===== src/chm_ram.sv =====
// Generic single-write, single-read RAM with registered read data.
`timescale 1ns / 1ps
module chm_ram #(
    parameter int W = 8,
    parameter int D = 256
) (
    input  logic                 i_clk,
    input  logic                 i_we,
    input  logic [$clog2(D)-1:0] i_waddr,
    input  logic [W-1:0]         i_wdata,
    input  logic [$clog2(D)-1:0] i_raddr,
    output logic [W-1:0]         o_rdata
);
    logic [W-1:0] r_mem [D];
    logic [W-1:0] r_rdata;

    always_ff @(posedge i_clk) begin
        if (i_we) begin
            r_mem[i_waddr] <= i_wdata;
        end
        r_rdata <= r_mem[i_raddr];
    end

    assign o_rdata = r_rdata;
endmodule


===== config.mk =====
export PLATFORM = sky130hd
export DESIGN_NAME = chm_ram
export DESIGN_NICKNAME = d
export VERILOG_FILES = /design/src/chm_ram.sv
export SDC_FILE = /design/constraint.sdc
export NUM_CORES = 2
export LEC_CHECK = 0
export CORE_UTILIZATION = 25
export CTS_CLUSTER_SIZE = 24
export DETAILED_ROUTE_END_ITERATION = 8
export DONT_BUFFER_PORTS = 1
export PLACE_DENSITY = 0.47
export SYNTH_ARGS = -nofsm -noshare
export SYNTH_HDL_FRONTEND = slang
export SYNTH_SLANG_ARGS = --single-unit

===== constraint.sdc =====
create_clock -name i_clk -period 2.5 [get_ports i_clk]
set_clock_uncertainty 0.2 [all_clocks]
set_input_delay 0.5 -clock i_clk [delete_from_list [all_inputs] [get_ports i_clk]]
set_output_delay 0.5 -clock i_clk [all_outputs]
set_load 0.1 [all_outputs]

==> metrics <==
DRT antenna net count=0; share of synthesized cell area in and, or, nand and nor gates=2.63%; count of pins over their slew limit=0; Die Width=566 um; leakage=30.0 nW; outcome=finished, violations left; number of violations of the max-capacitance limit=0; critical path fanouts, max=446; clock transition time at the flip-flop clock pins of the worst setup and hold paths=60 ps; share of total power in sequential cells=53.2%; Peak VDD IR=0.000560 V; netlist area before placement=79600 um^2; cell with the most instances after synthesis=sky130_fd_sc_hd__edfxtp_1; placement row count=206; total detailed-routing wirelength=236 mm; global placement routability congestion=0.771; core area=316000 um^2; cell accounting for the most synthesized area=sky130_fd_sc_hd__edfxtp_1; number of hold-slack violations in the final timing report=863; clock tree from TritonCTS=built; initial cell density of the core=25.2%; aggregate global-route resource usage=13.5%; Setup violations, final=2; worst path bufs/invs=3; post-route fraction of the period consumed by the critical path=103%; Arrival @ worst endpoint=3090 ps; number of DRC violations after detailed-routing iteration 0=4394; ratio of total power to cell area=748 nW/um^2; failing checks=hold timing, setup timing; number of top-level pins=34; switching power=15.4 mW; mux contribution to synthesized area=14.6%; length in cells of the worst reg-to-reg path=8; worst path setup slack after routing=-80.9 ps; Synth Flop Type=sky130_fd_sc_hd__edfxtp_1; buffer cell driving the clock tree root=sky130_fd_sc_hd__clkbuf_16; relative slew slack=22.9%; source of the worst register-to-register timing path=r_mem[82][3]$_DFFE_PP_; startpoint kind of the worst setup timing path=input port; pin count of the biggest net entering global routing=579; number of unique standard cell types used by synthesis=55; Post-synth EDFFs=2048; total number of vias=40806; internal cell power=56.3 mW; #FFs+latches synth=2056; unrepaired setup endpoints after global routing=yes; Seq/Total Area, Yosys=77.5%; hold endpoint=r_mem[151][3]$_DFFE_PP_; class of the tightest hold or removal check=input port to flip-flop; Synth Area in XOR/XNOR=0%; proportion of register bits with asynchronous set or reset after synthesis=0%; dominant combinational cell family by area after synthesis=multiplexers; number of optimization iterations in the first detailed-route pass=6; top post-synthesis cells by area=sky130_fd_sc_hd__edfxtp_1, sky130_fd_sc_hd__mux4_2, sky130_fd_sc_hd__mux2i_1; combinational share of power=4.8%; delay-heaviest family, CP=simple AND/OR/NAND/NOR gates; count of cells along the worst hold path=0; maximum operating frequency=0.387 GHz; share of synthesized cell area in full adder, half adder and majority cells=0%; area share of the largest cell type after synthesis=77.3%; I/O Buffers=0; number of standard cells after synthesis=3733; CP cell instances=or3b_2 -> buf_4 -> o221ai_1 -> a21oi_1 -> a21oi_1 -> buf_4 -> nor4_1 -> buf_4 -> nor4_2; part of the total power dissipated in the clock network=42.0%; # clock sinks=2056; Num CTS Buffers=209; Area after DPL=87900 um^2; number of buffers on the longest clock path=4; initial antenna violation count=15; Max stage delay on crit path=770 ps; Sw Ratio=21.4%; Min Hold Slack=-434 ps; mean area per synthesized cell=21.3 um^2; total congestion overflow=0; finished layout cell area=95800 um^2; post-DR vias/cell=4.71; minimum clock period=2580 ps; cell repeated most along the worst path=sky130_fd_sc_hd__buf_4; CTS H-Tree Depth=4; compound-cell area share of the yosys netlist=3.42%; area added between synthesis and finish=20.4%; endpoint of the worst-slack reg-to-reg timing path=o_rdata[3]$_DFF_P_; required time of the worst setup path=3010 ps; minimum setup slack among reg-to-reg paths=-10 ps; Commonest cells post-synth=sky130_fd_sc_hd__edfxtp_1, sky130_fd_sc_hd__mux4_2, sky130_fd_sc_hd__nor2_1, sky130_fd_sc_hd__mux2i_1, sky130_fd_sc_hd__a22oi_1; worst setup timing slack at the placement stage=-1370 ps; layout cell share with drive strength beyond 1=31.6%; wire length of the first global-routing pass=313 mm; total die area=320000 um^2; min-delay src=i_wdata[3]; yosys warns=0; via count of the first global-routing pass=40387; worst-skew pair later-pin latency=870 ps; Post-route DRC=0; average detailed-routed wire length per instance=27.3 um; slowest library cell on the worst path=sky130_fd_sc_hd__or3b_2; Setup CP Type=input port to flip-flop; HPWL after detailed placement=126 mm; worst slew pin tran=1150 ps; die height=566 um; total nets after synthesis=3759; net count of the finished layout=4355; Critical Path Sink Type=flip-flop
layout make-up:
cell class | count | area (um^2)
Fill cell | 30438 | 220000
Sequential cell | 2056 | 61700
Multi-Input combinational cell | 1442 | 16800
Timing Repair Buffer | 618 | 5660
Clock buffer | 245 | 5390
Tap cell | 4160 | 5200
Clock inverter | 128 | 1010
Antenna cell | 7 | 17.5
Inverter | 2 | 7.51
worst max path at each step:
| stage | start | to | cells past startpoint |
|---|---|---|---|
| floorplan | i_raddr[0] | o_rdata[0]$_DFF_P_ | 9 |
| global placement | i_raddr[0] | o_rdata[4]$_DFF_P_ | 7 |
| detailed placement | i_raddr[0] | o_rdata[0]$_DFF_P_ | 6 |
| CTS | r_mem[82][3]$_DFFE_PP_ | o_rdata[3]$_DFF_P_ | 9 |
| global route | r_mem[77][1]$_DFFE_PP_ | o_rdata[1]$_DFF_P_ | 8 |
| finish | i_raddr[1] | o_rdata[6]$_DFF_P_ | 9 |
stage by stage:
step	utilization (%)	power, mW	TNS (ps)	instances	hold slack [ps]
6_report	30.3	71.7	-89.2	8658	-434
5_1_grt	30.3	73.6	-165	8654	-480
4_1_cts	30.0	71.7	-269	8592	-374
3_5_place_dp	27.9	41.6	-13740	8209	538
3_3_place_gp	27.8	41.6	-11850	8208	555
2_1_floorplan	-	40.8	-3330	3733	399
per-layer routing:
layer | share of wire (%) | GRT usage [%] | vias to the layer above
li1 | - | - | 16928
met1 | 45 | 19.4 | 22226
met2 | 47 | 21.5 | 1340
met3 | 6.1 | 1.92 | 312
met4 | 2.0 | 3.08 | 0
met5 | 0 | 0 | -
sequential cells by signal (all words and copies together) (netlist names):
register / flops
o_rdata: 8
r_mem: 2048
worst reg2reg max path: cells and delay by family, from the launching register on:
| family | cells | cell delay (ps) |
|---|---|---|
| AOI/OAI and AO/OA | 3 | 530 |
| and+or+nand+nor | 2 | 360 |
| buffers and inverters | 2 | 360 |
| DFF | 1 | 360 |
| muxes | 1 | 520 |
cell families (layout without fill, tap and decap cells):
family | count (synthesis) | count (layout)
DFF | 2056 | 2056
muxes | 591 | 591
and+or+nand+nor | 466 | 466
AOI/OAI and AO/OA | 385 | 385
buffers and inverters | 235 | 993
other | 0 | 7
power groups by stage:
stage / combinational, mW / sequential, mW / clock [mW]
after floorplan: 1.90 / 38.9 / 0
after global placement: 2.72 / 38.9 / 0
after detailed placement: 2.72 / 38.8 / 0
after CTS: 2.79 / 38.1 / 30.8
after global routing: 3.58 / 38.1 / 31.9
final: 3.45 / 38.1 / 30.1
what timing repair did:
item	CTS	global route
setup endpoints to repair	15	9
pin swaps	9	8
gates resized for setup	34	24
endpoints found under the hold margin	2168	1550
setup buffers	0	18
hold buffers	11	10
cloned	0	27
layout by cell type, fill, tap and decap left out, drive strengths merged, types with 34 or more instances in the layout:
master  synthesis  layout
clkbuf        111     263
clkinv          1     106
a22oi         133     133
mux4          456     456
a21oi          96      96
mux2i         134     134
edfxtp       2048    2048
o221ai         47      47
nand3          34      34
buf           122     584
nor2          282     282
(Power assumes the default switching activity.)
