`config.mk`:
```
export PLATFORM = sky130hd
export DESIGN_NAME = chm_hash
export DESIGN_NICKNAME = d
export VERILOG_FILES = /design/src/chm_pkg.sv /design/src/chm_hash.sv
export SDC_FILE = /design/constraint.sdc
export NUM_CORES = 1
export LEC_CHECK = 0
export ABC_CLOCK_PERIOD_IN_PS = 10100
export BUFFER_PORTS_ARGS = -buffer_cell sky130_fd_sc_hd__buf_2
export CORE_UTILIZATION = 40
export CTS_CLUSTER_DIAMETER = 150
export DETAILED_ROUTE_END_ITERATION = 8
export GPL_ROUTABILITY_DRIVEN = 0
export GPL_TIMING_DRIVEN = 0
export PLACE_DENSITY_LB_ADDON = 0.05
export SKIP_LAST_GASP = 1
export SLEW_MARGIN = 15
export SYNTH_ARGS = -nofsm -noshare
export SYNTH_HDL_FRONTEND = slang
export SYNTH_SLANG_ARGS = --single-unit
```
`constraint.sdc`:
```
create_clock -name i_clk -period 10.1 [get_ports i_clk]
set_input_delay 2.02 -clock i_clk [delete_from_list [all_inputs] [get_ports i_clk]]
set_output_delay 2.02 -clock i_clk [all_outputs]
set_load 0.005 [all_outputs]
```
`src/chm_pkg.sv`:
```
// Package: constants, codes and types of the chained hash multiset.
`timescale 1ns / 1ps
package chm_pkg;
    localparam int ENTRIES = 256;
    localparam int BUCKETS = 512;
    localparam int IDX_W   = $clog2(ENTRIES);
    localparam int LINK_W  = IDX_W + 1;
    localparam int BKT_W   = $clog2(BUCKETS);
    localparam int KEY_W   = 64;
    localparam int OP_W    = 2;
    localparam int ST_W    = 2;
    localparam int CNT_W   = IDX_W + 1;

    localparam logic [31:0]       GOLDEN_Q32 = 32'd2654435769;
    localparam logic [LINK_W-1:0] NIL_LINK   = LINK_W'(ENTRIES);
    localparam logic [CNT_W-1:0]  FULL_CNT   = CNT_W'(ENTRIES);

    localparam logic [OP_W-1:0] OP_INSERT   = 2'd0;
    localparam logic [OP_W-1:0] OP_CONTAINS = 2'd1;
    localparam logic [OP_W-1:0] OP_REMOVE   = 2'd2;

    localparam logic [ST_W-1:0] ST_DONE     = 2'd0;
    localparam logic [ST_W-1:0] ST_NOTFOUND = 2'd1;
    localparam logic [ST_W-1:0] ST_FULL     = 2'd2;

    typedef logic [LINK_W-1:0] t_link;
    typedef logic [BKT_W-1:0]  t_bucket;
endpackage

```
`src/chm_hash.sv`:
```
// Multiplicative hash: registered bucket index from the low key word.
`timescale 1ns / 1ps
module chm_hash (
    input  logic                           i_clk,
    input  logic                           i_en,
    input  logic signed [chm_pkg::KEY_W-1:0] i_key,
    output chm_pkg::t_bucket               o_bucket
);
    import chm_pkg::*;
    logic [63:0] prod;
    t_bucket     r_bucket;

    assign prod = 64'(i_key[31:0]) * 64'(GOLDEN_Q32);

    always_ff @(posedge i_clk) begin
        if (i_en) begin
            r_bucket <= prod[31:32-BKT_W];
        end
    end

    assign o_bucket = r_bucket;
endmodule

```
==> flow_metrics.py <==
metrics = {
    "outcome": {
        "outcome": "finished, final reports clean",
    },
    "global_routing": {
        "grt_pass1_wl_um": 38900,
        "grt_pass1_vias": 6579,
        "overflow": 0,
        "antenna_found_initial": 0,
        "track_usage_pct": 22.0,
        "grt_max_degree": 12,
    },
    "layout": {
        "drive_above_1_share_pct": 5.44,
        "fill_cells": 2286,
        "n_antenna_cell": 0,
        "seqCellArea_um2": 270,
        "area_growth_pct": 7.21,
        "largest_reg_flops": 9,
        "stdcell_count": 1232,
        "multi_input_comb_area_um2": 8100,
        "nets": 1414,
    },
    "worst_hold_path": {
        "hold_class": "in -> reg",
    },
    "placement": {
        "placed_cells": 1228,
        "hpwl_um": 22300,
        "port_buffers": 42,
    },
    "floorplanning": {
        "initial_utilization_pct": 41.2,
        "rows": 55,
        "core_area_um2": 22900,
        "pin_count": 75,
        "dieHeight_um": 156,
        "dieWidth_um": 156,
        "dieArea_um2": 24200,
    },
    "synthesis": {
        "synth_seq_cells": 9,
        "syn_nets": 1367,
        "syn_area_um2": 9440,
        "netlist_instances": 873,
        "netlist.top_cell.by_area": "fa_1",
        "yosysUniqueCellTypes": 37,
        "synthDominantCellAreaShare_pct": 48.3,
        "syn_area_per_cell_um2": 10.8,
        "ys_warn_count": 0,
        "yosysSeqAreaShare_pct": 2.86,
        "synthTopCellsByArea": "fa_1, ha_1, inv_1",
    },
    "drt": {
        "firstDrtPassIters": 4,
        "wl_per_cell_um": 19.3,
        "ant_nets": 0,
        "met2_length_um": 11400,
        "drc_errors": 0,
        "drtIter0Drc": 209,
        "highest_layer": "met4",
        "met3_length_um": 545,
        "vias": 5695,
        "wirelength_um": 23700,
        "viasPerCell": 4.62,
        "met1_length_um": 11700,
    },
    "clocking": {
        "cts-resized-gates": 0,
        "cts_tree": "done",
        "cts_setup_buffers": 0,
        "clkTransAtPathRegs_ns": 0.04,
        "numCtsBuffers": 3,
        "hold_buffers": 0,
        "htree_num_levels": 1,
        "clock_sinks": 9,
        "clockBufferDepth": 2,
        "cts_root_buffer": "clkbuf_16",
    },
    "sta": {
        "drv_slew": 0,
        "timing.final.crit_share_pct": 83.3,
        "period_minus_slack_ns": 8.41,
        "rsz0062_at_grt": "no",
        "max_clock_freq_mhz": 119,
        "setup_violations": 0,
        "tightest_slew_ns": 0.439,
        "finalSetupTns_ns": 0,
        "hold_viol": 0,
        "slew_headroom_pct": 70.5,
    },
    "worst_setup_path": {
        "end_kind": "flip-flop",
        "worstPathArrival_ns": 8.38,
        "criticalPathCategory": "in -> reg",
        "path_max_fanout": 8,
        "cp_data_required_time_ns": 10.07,
        "critPathLaunchType": "input port",
    },
    "job": {
        "max-cap-violations": 0,
    },
}
[worst max-delay path, cell delays in order]
cell,delay (ns)
buf_2,0.23
inv_1,0.18
fa_1,0.51
inv_1,0.05
fa_1,0.44
fa_1,0.51
inv_1,0.05
fa_1,0.52
inv_1,0.07
fa_1,0.50
inv_1,0.05
fa_1,0.53
inv_1,0.05
fa_1,0.50
fa_1,0.43
ha_1,0.34
a211oi_1,0.29
o21ai_0,0.14
o211ai_1,0.19
o311ai_2,0.23
o22a_1,0.32
a21oi_2,0.15
xnor2_1,0.09
[cell usage in the layout, fill, tap and decap left out, types with 8 or more instances in the layout]
| cell type | instances |
|---|---|
| o21ai_0 | 13 |
| ha_1 | 200 |
| xor2_1 | 10 |
| edfxtp_1 | 9 |
| xnor2_1 | 35 |
| inv_1 | 287 |
| a21oi_1 | 19 |
| nand2_1 | 8 |
| a21o_1 | 8 |
| fa_1 | 228 |
| buf_2 | 42 |
[final timing paths]
kind	from	to	slack, ns	depth (start not counted)
worst max-delay path	i_key[6]	o_bucket[8]$_DFFE_PP_	1.69	23
worst min-delay path	i_en	o_bucket[6]$_DFFE_PP_	2.16	1
[synth_stat cells]
library cell / number
a211o_1: 1
a211oi_1: 3
a21bo_1: 1
a21boi_0: 1
a21o_1: 8
a21oi_1: 19
a21oi_2: 2
a22oi_1: 1
and2_1: 1
and3_1: 1
and4_1: 1
edfxtp_1: 9
fa_1: 228
ha_1: 200
inv_1: 287
mux2i_1: 1
nand2_1: 8
nand2b_1: 4
nand3_1: 4
nand4_1: 5
nor2_1: 7
nor2b_1: 3
nor3_1: 3
nor3b_1: 1
nor4_1: 1
o2111ai_1: 2
o211ai_1: 6
o21ai_0: 13
o21ba_2: 1
o21bai_1: 1
o22a_1: 1
o22ai_1: 1
o311ai_2: 1
o31ai_2: 1
or3_1: 1
xnor2_1: 35
xor2_1: 10
[cell families after synthesis]
family                   after synthesis  synth area share (%)
adder cells (fa/ha/maj)              428                  74.8
multiplexers                           1                 0.106
AO/OA/AOI/OAI                         63                  4.43
XOR/XNOR                              45                  4.17
buffers and inverters                287                  11.4
flip-flops                             9                  2.86
AND/OR/NAND/NOR                       40                  2.20
[area by class of cell]
| class | count | area share (%) |
|---|---|---|
| sequential | 9 | 2.67 |
| inverter | 287 | 10.6 |
| tap | 313 | 3.87 |
| clock buffer | 4 | 0.779 |
| multi-input combinational | 577 | 80.0 |
| timing repair buffer | 42 | 2.08 |
[through the flow]
step           hold WS [ns]  worst slack [ns]  instance area, µm²  util [%]
3_5_place_dp           2.40              1.47               10000      43.8
4_1_cts                2.16              1.68               10100      44.2
2_1_floorplan          2.13              2.36                9440         -
3_3_place_gp           2.39              1.42               10000      43.8
6_report               2.16              1.69               10100      44.2
5_1_grt                2.16              1.43               10100      44.2
[routing by layer]
metal,up-vias,global-route usage (%)
li1,2755,-
met1,2862,32.3
met2,74,37.7
met3,4,1.00
met4,0,1.26
met5,-,0
Power is not shown: default switching activity piles up to over one toggle a cycle in this logic, so the estimate is an artifact.
